===== src/hdl/rrk_pkg.sv =====
// Shared constants and types of the dot-product reranking block.
package rrk_pkg;

  // Field and datapath widths.
  localparam int ELEM_W  = 16;
  localparam int PROD_W  = 2 * ELEM_W;
  localparam int SCORE_W = 41;
  localparam int POS_W   = 24;
  localparam int DOC_W   = 25;
  localparam int PLACE_W = 4;

  // Length of the ranked list.
  localparam int TOP_K = 10;

  // Reset value of the document count register.
  localparam logic [DOC_W-1:0] DOC_COUNT_RESET = DOC_W'(25'h100_0000);

  // Saturation limits of the running dot product.
  localparam logic signed [SCORE_W-1:0] SCORE_MAX = {1'b0, {(SCORE_W-1){1'b1}}};
  localparam logic signed [SCORE_W-1:0] SCORE_MIN = {1'b1, {(SCORE_W-1){1'b0}}};

  // One entry of the ranked list.
  typedef struct packed {
    logic                      valid;
    logic signed [SCORE_W-1:0] score;
    logic        [POS_W-1:0]   rank;
    logic        [POS_W-1:0]   pos;
  } entry_t;

  // One slot of the result row.
  typedef struct packed {
    logic             valid;
    logic [POS_W-1:0] pos;
  } slot_t;

endpackage


===== src/hdl/rrk_cell.sv =====
// One place of the sorted candidate list, with its insert decision.
module rrk_cell import rrk_pkg::*; (
  input  logic   clk,
  input  logic   rst,
  input  entry_t cand,
  input  logic   ins,
  input  logic   clear,
  input  entry_t prev_entry,
  input  logic   prev_beats,
  output entry_t entry,
  output entry_t entry_next,
  output logic   beats
);

  // The candidate beats an empty place, a lower score, or an equal score with a larger rank.
  always_comb begin
    beats = !entry.valid
         || ($signed(cand.score) > $signed(entry.score))
         || (($signed(cand.score) == $signed(entry.score)) && (cand.rank < entry.rank));
  end

  // Contents after the insert: the neighbour shifts down, the candidate lands, or we keep.
  always_comb begin
    entry_next = entry;
    if (ins) begin
      if (prev_beats) begin
        entry_next = prev_entry;
      end else if (beats) begin
        entry_next = cand;
        entry_next.valid = 1'b1;
      end
    end
  end

  // Valid bit, cleared by reset and at the end of each pool.
  always_ff @(posedge clk) begin
    if (rst) begin
      entry.valid <= 1'b0;
    end else if (clear) begin
      entry.valid <= 1'b0;
    end else begin
      entry.valid <= entry_next.valid;
    end
  end

  // Payload of the place.
  always_ff @(posedge clk) begin
    entry.score <= entry_next.score;
    entry.rank  <= entry_next.rank;
    entry.pos   <= entry_next.pos;
  end

endmodule


===== src/hdl/rrk_out_cell.sv =====
// One slot of the result row, loaded at pool end and shifted towards the output.
module rrk_out_cell import rrk_pkg::*; (
  input  logic  clk,
  input  logic  rst,
  input  logic  load,
  input  slot_t load_slot,
  input  logic  shift,
  input  slot_t nxt_slot,
  output slot_t slot
);

  // Valid bit of the slot.
  always_ff @(posedge clk) begin
    if (rst) begin
      slot.valid <= 1'b0;
    end else if (load) begin
      slot.valid <= load_slot.valid;
    end else if (shift) begin
      slot.valid <= nxt_slot.valid;
    end
  end

  // Position held in the slot.
  always_ff @(posedge clk) begin
    if (load) begin
      slot.pos <= load_slot.pos;
    end else if (shift) begin
      slot.pos <= nxt_slot.pos;
    end
  end

endmodule


===== src/hdl/dot_product_top_k_rerank.sv =====
// Top level of the dot-product reranking block.
// A candidate's last element passes the stage-1 and stage-2 registers, then enters the list;
// a pool's last item passes the same registers before its results load into the result row.
// Throughput: one item in, and while rank_stall is low one result out, per cycle; the input
// stalls only while a pool end waits for the row to hold nothing beyond the result being taken.
// Reset (rst, synchronous) clears sum, list, error flag and row; document count 16777216.
module dot_product_top_k_rerank import rrk_pkg::*; (
  input  logic                     clk,
  input  logic                     rst,
  input  logic                     cfg_we,
  input  logic [DOC_W-1:0]         cfg_data,
  input  logic                     cand_valid,
  output logic                     cand_stall,
  input  logic signed [ELEM_W-1:0] doc_element,
  input  logic signed [ELEM_W-1:0] query_element,
  input  logic [POS_W-1:0]         candidate_position,
  input  logic [POS_W-1:0]         tie_rank,
  input  logic                     last_dimension,
  input  logic                     last_candidate,
  output logic                     rank_valid,
  input  logic                     rank_stall,
  output logic [POS_W-1:0]         ranked_position,
  output logic [PLACE_W-1:0]       place,
  output logic                     is_last,
  output logic                     bad_position
);

  logic [DOC_W-1:0] num_docs;

  logic                      s1_valid;
  logic signed [PROD_W-1:0]  s1_prod;
  logic [POS_W-1:0]          s1_pos;
  logic [POS_W-1:0]          s1_rank;
  logic                      s1_last_dim;
  logic                      s1_last_cand;
  logic                      s1_bad;

  logic signed [SCORE_W-1:0] partial_sum;
  logic signed [SCORE_W:0]   sum_wide;
  logic signed [SCORE_W-1:0] sum_sat;

  logic                      s2_valid;
  logic signed [SCORE_W-1:0] s2_score;
  logic [POS_W-1:0]          s2_pos;
  logic [POS_W-1:0]          s2_rank;
  logic                      s2_end;
  logic                      s2_bad;

  logic   adv;
  logic   fire;
  logic   ins;
  logic   pool_end;
  logic   error_seen;
  logic   err;
  logic   take;
  logic   load_ok;
  entry_t cand;

  entry_t             cell_entry [TOP_K];
  entry_t             cell_next  [TOP_K];
  logic [TOP_K-1:0]   cell_beats;
  slot_t              load_slot  [TOP_K];
  slot_t              out_slot   [TOP_K+1];
  logic [PLACE_W-1:0] out_place;
  logic               out_bad;

  // Document count register.
  always_ff @(posedge clk) begin
    if (rst) begin
      num_docs <= DOC_COUNT_RESET;
    end else if (cfg_we) begin
      num_docs <= cfg_data;
    end
  end

  // The whole pipeline moves unless a pool end waits for room in the result row.
  assign take    = out_slot[0].valid && !rank_stall;
  assign load_ok = !out_slot[0].valid || (take && !out_slot[1].valid);
  assign adv     = !(s2_valid && s2_end && !load_ok);
  assign cand_stall = !adv;

  // Stage 1: product of the two elements and the position check.
  always_ff @(posedge clk) begin
    if (rst) begin
      s1_valid <= 1'b0;
    end else if (adv) begin
      s1_valid <= cand_valid;
    end
  end

  always_ff @(posedge clk) begin
    if (adv) begin
      s1_prod      <= doc_element * query_element;
      s1_pos       <= candidate_position;
      s1_rank      <= tie_rank;
      s1_last_dim  <= last_dimension;
      s1_last_cand <= last_candidate;
      s1_bad       <= ({1'b0, candidate_position} >= num_docs);
    end
  end

  // Stage 2: saturating accumulation of the dot product.
  always_comb begin
    sum_wide = {partial_sum[SCORE_W-1], partial_sum}
             + {{(SCORE_W + 1 - PROD_W){s1_prod[PROD_W-1]}}, s1_prod};
    case (sum_wide[SCORE_W:SCORE_W-1])
      2'b01:   sum_sat = SCORE_MAX;
      2'b10:   sum_sat = SCORE_MIN;
      default: sum_sat = sum_wide[SCORE_W-1:0];
    endcase
  end

  always_ff @(posedge clk) begin
    if (rst) begin
      partial_sum <= '0;
      s2_valid    <= 1'b0;
    end else if (adv) begin
      s2_valid <= s1_valid && s1_last_dim;
      if (s1_valid) begin
        partial_sum <= s1_last_dim ? '0 : sum_sat;
      end
    end
  end

  always_ff @(posedge clk) begin
    if (adv) begin
      s2_score <= sum_sat;
      s2_pos   <= s1_pos;
      s2_rank  <= s1_rank;
      s2_end   <= s1_last_cand;
      s2_bad   <= s1_bad;
    end
  end

  // A finished candidate goes into the list unless its position is bad.
  assign fire     = s2_valid && adv;
  assign ins      = fire && !s2_bad;
  assign pool_end = fire && s2_end;
  assign err      = error_seen || s2_bad;

  always_comb begin
    cand.valid = 1'b1;
    cand.score = s2_score;
    cand.rank  = s2_rank;
    cand.pos   = s2_pos;
  end

  // Error flag of the current pool.
  always_ff @(posedge clk) begin
    if (rst) begin
      error_seen <= 1'b0;
    end else if (pool_end) begin
      error_seen <= 1'b0;
    end else if (fire && s2_bad) begin
      error_seen <= 1'b1;
    end
  end

  // Row of list places; each takes its neighbour above when the candidate lands higher.
  for (genvar i = 0; i < TOP_K; i++) begin : g_cell
    if (i == 0) begin : g_head
      rrk_cell u_cell (
        .clk        (clk),
        .rst        (rst),
        .cand       (cand),
        .ins        (ins),
        .clear      (pool_end),
        .prev_entry (cand),
        .prev_beats (1'b0),
        .entry      (cell_entry[i]),
        .entry_next (cell_next[i]),
        .beats      (cell_beats[i])
      );
    end else begin : g_body
      rrk_cell u_cell (
        .clk        (clk),
        .rst        (rst),
        .cand       (cand),
        .ins        (ins),
        .clear      (pool_end),
        .prev_entry (cell_entry[i-1]),
        .prev_beats (cell_beats[i-1]),
        .entry      (cell_entry[i]),
        .entry_next (cell_next[i]),
        .beats      (cell_beats[i])
      );
    end

    // At pool end the row receives the finished list, or one error item in the first slot.
    always_comb begin
      if (err) begin
        load_slot[i].valid = (i == 0);
        load_slot[i].pos   = '0;
      end else begin
        load_slot[i].valid = cell_next[i].valid;
        load_slot[i].pos   = cell_next[i].pos;
      end
    end

    rrk_out_cell u_out_cell (
      .clk       (clk),
      .rst       (rst),
      .load      (pool_end),
      .load_slot (load_slot[i]),
      .shift     (take),
      .nxt_slot  (out_slot[i+1]),
      .slot      (out_slot[i])
    );
  end

  // Nothing follows the last slot.
  assign out_slot[TOP_K] = '0;

  // Place counter and error flag of the results being delivered.
  always_ff @(posedge clk) begin
    if (rst) begin
      out_place <= '0;
      out_bad   <= 1'b0;
    end else if (pool_end) begin
      out_place <= '0;
      out_bad   <= err;
    end else if (take) begin
      out_place <= out_place + PLACE_W'(1);
    end
  end

  // Result item.
  assign rank_valid      = out_slot[0].valid;
  assign ranked_position = out_slot[0].pos;
  assign place           = out_place;
  assign is_last         = !out_slot[1].valid;
  assign bad_position    = out_bad;

endmodule


===== config.mk =====
export PLATFORM = sky130hd
export DESIGN_NAME = dot_product_top_k_rerank
export DESIGN_NICKNAME = d
export VERILOG_FILES = /design/src/hdl/rrk_pkg.sv /design/src/hdl/rrk_cell.sv /design/src/hdl/rrk_out_cell.sv /design/src/hdl/dot_product_top_k_rerank.sv
export SDC_FILE = /design/constraint.sdc
export NUM_CORES = 2
export LEC_CHECK = 0
export BUFFER_PORTS_ARGS = -buffer_cell sky130_fd_sc_hd__buf_2
export CAP_MARGIN = 10
export CORE_MARGIN = 10
export CORE_UTILIZATION = 38
export CTS_CLUSTER_DIAMETER = 50
export CTS_CLUSTER_SIZE = 40
export DETAILED_ROUTE_END_ITERATION = 7
export HOLD_SLACK_MARGIN = 0.1
export PLACE_DENSITY = 0.6
export SLEW_MARGIN = 20
export SYNTH_ARGS = -nofsm -noshare
export SYNTH_HDL_FRONTEND = slang
export SYNTH_SLANG_ARGS = --single-unit

===== constraint.sdc =====
create_clock -name clk -period 19 [get_ports clk]
set_input_delay 0 -clock clk [delete_from_list [all_inputs] [get_ports clk]]
set_output_delay 0 -clock clk [all_outputs]
set_load 0.005 [all_outputs]

* Word level (Yosys, flattened, before mapping)
Cells that the tools add are included.
** Cells by class
- Add/subtract/negate cells :: 2
- Multiply operators :: 1
- Magnitude comparators :: 21
- Eq/ne operators :: 12
- Multiplexer cells :: 81
- Bitwise gates (word level) :: 1
- Reductions and logical operators :: 79
** Operators by type and width (count)
- $mux W90 :: 29
- $mux W24 :: 20
- $eq A41 B41 Y1 :: 10
- $gt A41 B41 Y1 :: 10
- $mux W25 :: 10
- $lt A24 B24 Y1 :: 10
- $pmux W41 S2 :: 1
- $add A41 B32 Y42 :: 1
- $mux W41 :: 1
- $mul A16 B16 Y32 :: 1
- $ge A24 B25 Y1 :: 1
- $logic_or A1 B1 Y1 :: 22
- $reduce_and A2 Y1 :: 11
- $mux W1 :: 20
- $reduce_bool A2 Y1 :: 10
- $logic_and A1 B1 Y1 :: 19
- $logic_not A1 Y1 :: 16
- $add A4 B1 Y4 const B :: 1
- $eq A2 B1 Y1 const B :: 1
- $eq A2 B2 Y1 const B :: 1
- $reduce_or A2 Y1 :: 1
- $not A1 Y1 :: 1
** Storage, ports and cells
- Register bits :: 1398
- Input bits :: 112
- Output and inout port bits :: 32
- Word-level logic and storage cells :: 275

* Logic depth before layout (Yosys ltp)
- Depth in word-level cells :: 12
- Depth in mapped cells :: 25

* By module
A second synthesis with hierarchy kept.
** Unflattened totals
- Cells, all modules :: 9156
- Area, all modules :: 91059.8 sq um
** By module, submodules not included
- rrk_cell at g_cell[0].g_head.u_cell ... :: times used 5, cells each 536, area each 5201.2 sq um
- rrk_cell at g_cell[5].g_body.u_cell ... :: times used 4, cells each 714, area each 6124.6 sq um
- dot_product_top_k_rerank :: times used 1, cells each 2273, area each 22577.9 sq um
- rrk_out_cell :: times used 10, cells each 57, area each 1171.1 sq um
- rrk_cell at g_cell[9].g_body.u_cell :: times used 1, cells each 777, area each 6266.0 sq um

* Worst setup path before layout
OpenSTA, ideal clock, no wires.
- Path kind :: reg2reg
- Start point :: reg g_cell[0].u_out_cell.slot[24] in the netlist's numbering
- End point :: reg partial_sum[30]
- Library setup time :: 0.122 ns
- Arrival :: 6.904 ns
- Required time :: 18.878 ns
- Slack :: 11.974 ns
- Stages on the path, launching flop included :: 8
- Buffers on the path :: 1
- Clock period less this slack :: 7.026 ns
- Cells stage by stage :: dfxtp_1 -> o21a_1 -> nand3_1 -> nand2_1 -> or3_1 -> nor2_1 -> clkbuf_1 -> a221o_1
** Between the ends
- Cells in the longest elaborated chain, start to end :: 7
** RTL lines
- start, declared :: line rrk_out_cell.sv:9 : output slot_t slot
- $logic_and A1 B1 Y1 :: line dot_product_top_k_rerank.sv:77 : assign take = out_slot[0].valid && !rank_stall;
- $logic_and A1 B1 Y1 :: line dot_product_top_k_rerank.sv:78 : assign load_ok = !out_slot[0].valid || (take && !out_slot[1].valid);
- $logic_or A1 B1 Y1 (*) :: line dot_product_top_k_rerank.sv:78
- $logic_not A1 Y1 (*) :: line dot_product_top_k_rerank.sv:79 : assign adv = !(s2_valid && s2_end && !load_ok);
- $logic_and A1 B1 Y1 (*) :: line dot_product_top_k_rerank.sv:79
- $not A1 Y1 (no source line) (*)
- $reduce_and A2 Y1 (no source line) (*)
- end signal, assigned :: line dot_product_top_k_rerank.sv:120 : partial_sum <= s1_last_dim ? '0 : sum_sat;
- end, declared :: line dot_product_top_k_rerank.sv:38 : logic signed [SCORE_W-1:0] partial_sum;
Mark *: on every way between the ends. The rest lies on a longest branch, timed or not.
A chain may end at the register's enable or synchronous reset.

* Worst setup path after layout
- Start point :: reg s1_prod[0]
- End point :: reg partial_sum[16]
** Between the ends
- Cells in the longest elaborated chain, start to end :: 4
** RTL lines
- start, declared :: line dot_product_top_k_rerank.sv:31 : logic signed [PROD_W-1:0] s1_prod;
- start signal, assigned :: line dot_product_top_k_rerank.sv:93 : s1_prod <= doc_element * query_element;
- $add A41 B32 Y42 (*) :: line dot_product_top_k_rerank.sv:105 : + {{(SCORE_W + 1 - PROD_W){s1_prod[PROD_W-1]}}, s1_prod};
- $eq A2 B2 Y1 or $eq A2 B1 Y1 (tied branches) :: line dot_product_top_k_rerank.sv:106 : case (sum_wide[SCORE_W:SCORE_W-1])
- $pmux W41 S2 (*) :: line dot_product_top_k_rerank.sv:106
- via sum_sat[16] :: line dot_product_top_k_rerank.sv:40 : logic signed [SCORE_W-1:0] sum_sat;
- $mux W41 (*) :: line dot_product_top_k_rerank.sv:120
The timed path passes the listed nets; every way through them passes the cells marked *.

==> results.yml <==
placement:
  placed_area_sq_um: 90700
  placed_cells: 11633
  dpl.hpwl_um: 165000
  portBuffers: 143
  gp_congestion: 0.869
cells_and_area:
  drive_above_1_share_pct: 7.18
  fin_cells: 12119
  fill_cells: 21567
  fin_util_pct: 43.0
  area.growth.synth_to_final_pct: 12.3
  final_cell_area_sq_um: 98000
  final_nets: 10149
worst_setup_path:
  critPathMaxFanout: 32
  worstReg2RegEnd: "partial_sum[16]"
  r2r_start: "s1_prod[0]"
  worst_setup_path_start_kind: "register"
  reg2reg_depth: 17
  cp-startpoint: "s1_prod[0]"
  cp-end-kind: "register"
  path_class: "reg2reg"
  cp.required_ns: 19.62
  rrSetupSlack_ns: 12.06
  crit_arrival_ns: 7.56
yosys:
  synth_cell_types: 81
  synth_common_cells: "1073 x inv_1, 1064 x edfxtp_1, 996 x nand2_1"
  yosys_most_used_dff: "edfxtp_1"
  yosys.cell_count.top_type: "inv_1"
  synth-edff-count: 1064
  syn_nets: 10086
  synth_seq_cells: 1398
  syn_avg_cell_area_sq_um: 9.78
  syn_inst: 8921
  synthTopCellsByArea: "edfxtp_1 37%, ha_1 11%, dfxtp_1 7.7%"
  synth_top_area_cell: "edfxtp_1"
  async_flop_share_pct: 0
  synth-seq-area-share_pct: 44.3
  synth_top_area_share_pct: 36.6
  synth_area_sq_um: 87300
  yosys_warnings: 0
routing:
  drt_iter0_drc: 5028
  drt-total-wl_um: 245000
  wl_met1_um: 107000
  drc: 0
  vias: 66893
  final_antenna_net_count: 0
  wl_met2_um: 116000
  top_layer: "met5"
  wl_per_cell_um: 20.2
  wl_met3_um: 14400
  vias_per_cell: 5.52
  drt-pass1-iter-count: 6
clocking:
  cts_buffer_depth: 3
  cts-buffers-inserted: 145
  h-tree-depth: 4
  cts_hold_buffers: 211
  post_cts_buffers: 0
  ctsResizeCount: 0
  cts_tree: "built"
  clkLatencyLatePin_ns: 0.83
  root_buffer: "clkbuf_16"
  clk_pin_slew_worst_paths_ns: 0.07
  clock-sinks: 1398
sta:
  achievable-frequency_mhz: 144
  final_max_slew_viol_count: 0
  worst_pin_slew_ns: 1.15
  hold_viol_final: 0
  setup_viol: 0
  rsz0062_at_grt: "false"
  final.setup_skew_ns: 0.0704
  period_minus_slack_ns: 6.94
  fin_tns_setup_ns: 0
  slew_headroom_pct: 22.6
  fin_crit_sh_pct: 36.5
global_routing:
  grt_pass1_vias: 67988
  gr-total-overflow: 0
  antenna_found_initial: 3
  grt_use_total_pct: 19.0
  grt_pass1_wl_um: 383000
  grt_max_degree: 221
worst_hold_path:
  min_to: "s1_prod[2]"
  hold_depth: 4
  hp-start: "doc_element[2]"
  min_path_type: "in2reg"
floorplanning:
  initial_utilization_pct: 38.3
  die_x_um: 499
  row_count: 175
  io_pins: 144
  dieArea_sq_um: 249000
  core_sq_um: 228000
  die_y_um: 499
outcome:
  status: "finished, final reports clean"
power_and_ir_drop:
  p_leak_uw: 0.0415
  power_density_nw_per_um2: 131
  ir_drop_mv: 0.220
flow_run:
  drv_cap: 0
==> cells in the final DEF (no fill, tap or decap), types with 166 or more instances in the layout <==
cell / instances
nand3_1: 352
ha_1: 790
inv_1: 1072
o22ai_1: 295
a21o_1: 181
a21oi_1: 477
edfxtp_1: 1064
mux2i_1: 166
nor2_1: 349
fa_1: 263
dfxtp_1: 334
o21ai_0: 828
dlygate4sd3_1: 211
nand2_1: 994
==> layer usage <==
metal	track usage, %	vias to the layer above
met5	0	-
met4	5.98	2
met3	2.50	419
met1	25.2	32730
met2	32.2	2019
li1	-	31723
==> where the power goes <==
part | internal, uW | switching [uW]
clock | 1670 | 1410
combinational | 2270 | 3410
sequential | 3830 | 241
total | 7770 | 5060
==> how the worst max path moves through the flow <==
stage,end,slack [ns]
after floorplan,partial_sum[30],11.97
after global placement,s1_prod[31],12.14
after detailed placement,s1_prod[31],12.14
after CTS,partial_sum[16],12.08
after global routing,partial_sum[16],11.38
final,partial_sum[16],12.06
==> through the flow <==
step                      worst slack (ns)  hold slack [ns]  power, uW
after floorplan                      11.97           0.0989       8130
after global placement               12.14            0.178       9560
after detailed placement             12.14            0.178       9760
after CTS                            12.08            0.103      12900
after global routing                 11.38            0.169      13800
final                                12.06            0.153      12800
==> registers in the layout (all words and copies together) (netlist names), 4 cells and up <==
| signal | count |
|---|---|
| s2_rank | 24 |
| s1_prod | 32 |
| s1_rank | 24 |
| s1_pos | 24 |
| num_docs | 25 |
| partial_sum | 41 |
| s2_pos | 24 |
| g_cell.u_out_cell.slot | 250 |
| place | 4 |
| g_cell.g_head.u_cell.entry | 90 |
| g_cell.g_body.u_cell.entry | 810 |
| s2_score | 41 |
==> cells by family after synthesis <==
kind of cell,count (synthesis),synth area share (%)
AOI/OAI and AO/OA,2303,16.0
and+or+nand+nor,2202,11.4
buffers and inverters,1651,7.32
DFF,1398,44.3
adders and majority gates,1053,17.4
muxes,240,2.86
xor gates and xnor gates,74,0.743
==> worst max-delay path, cell delays in order (launching register included) <==
cell and delay [ns]:
edfxtp_1 0.39, ha_1 0.25, fa_1 0.41, a21oi_1 0.23
o211ai_1 0.14, a31oi_1 0.32, o21ai_1 0.27, a41o_1 0.34
o21ai_0 0.30, a311oi_1 0.16, xnor2_1 0.29, inv_1 0.08
ha_1 0.92, inv_1 0.56, nand2_1 0.92, o21ai_0 0.73
a22oi_1 0.35, nor2_1 0.06
==> cell type report <==
type / instances / area (sq um) / area share [%]
Antenna cell: 3 / 7.51 / 0.00766
Inverter: 1073 / 4030 / 4.11
Clock inverter: 105 / 1280 / 1.31
Clock buffer: 165 / 3840 / 3.92
Timing Repair Buffer: 494 / 3990 / 4.07
Sequential cell: 1398 / 38600 / 39.4
Multi-Input combinational cell: 5872 / 42500 / 43.3
Tap cell: 3009 / 3760 / 3.84
Power figures use the tool's default switching activity.
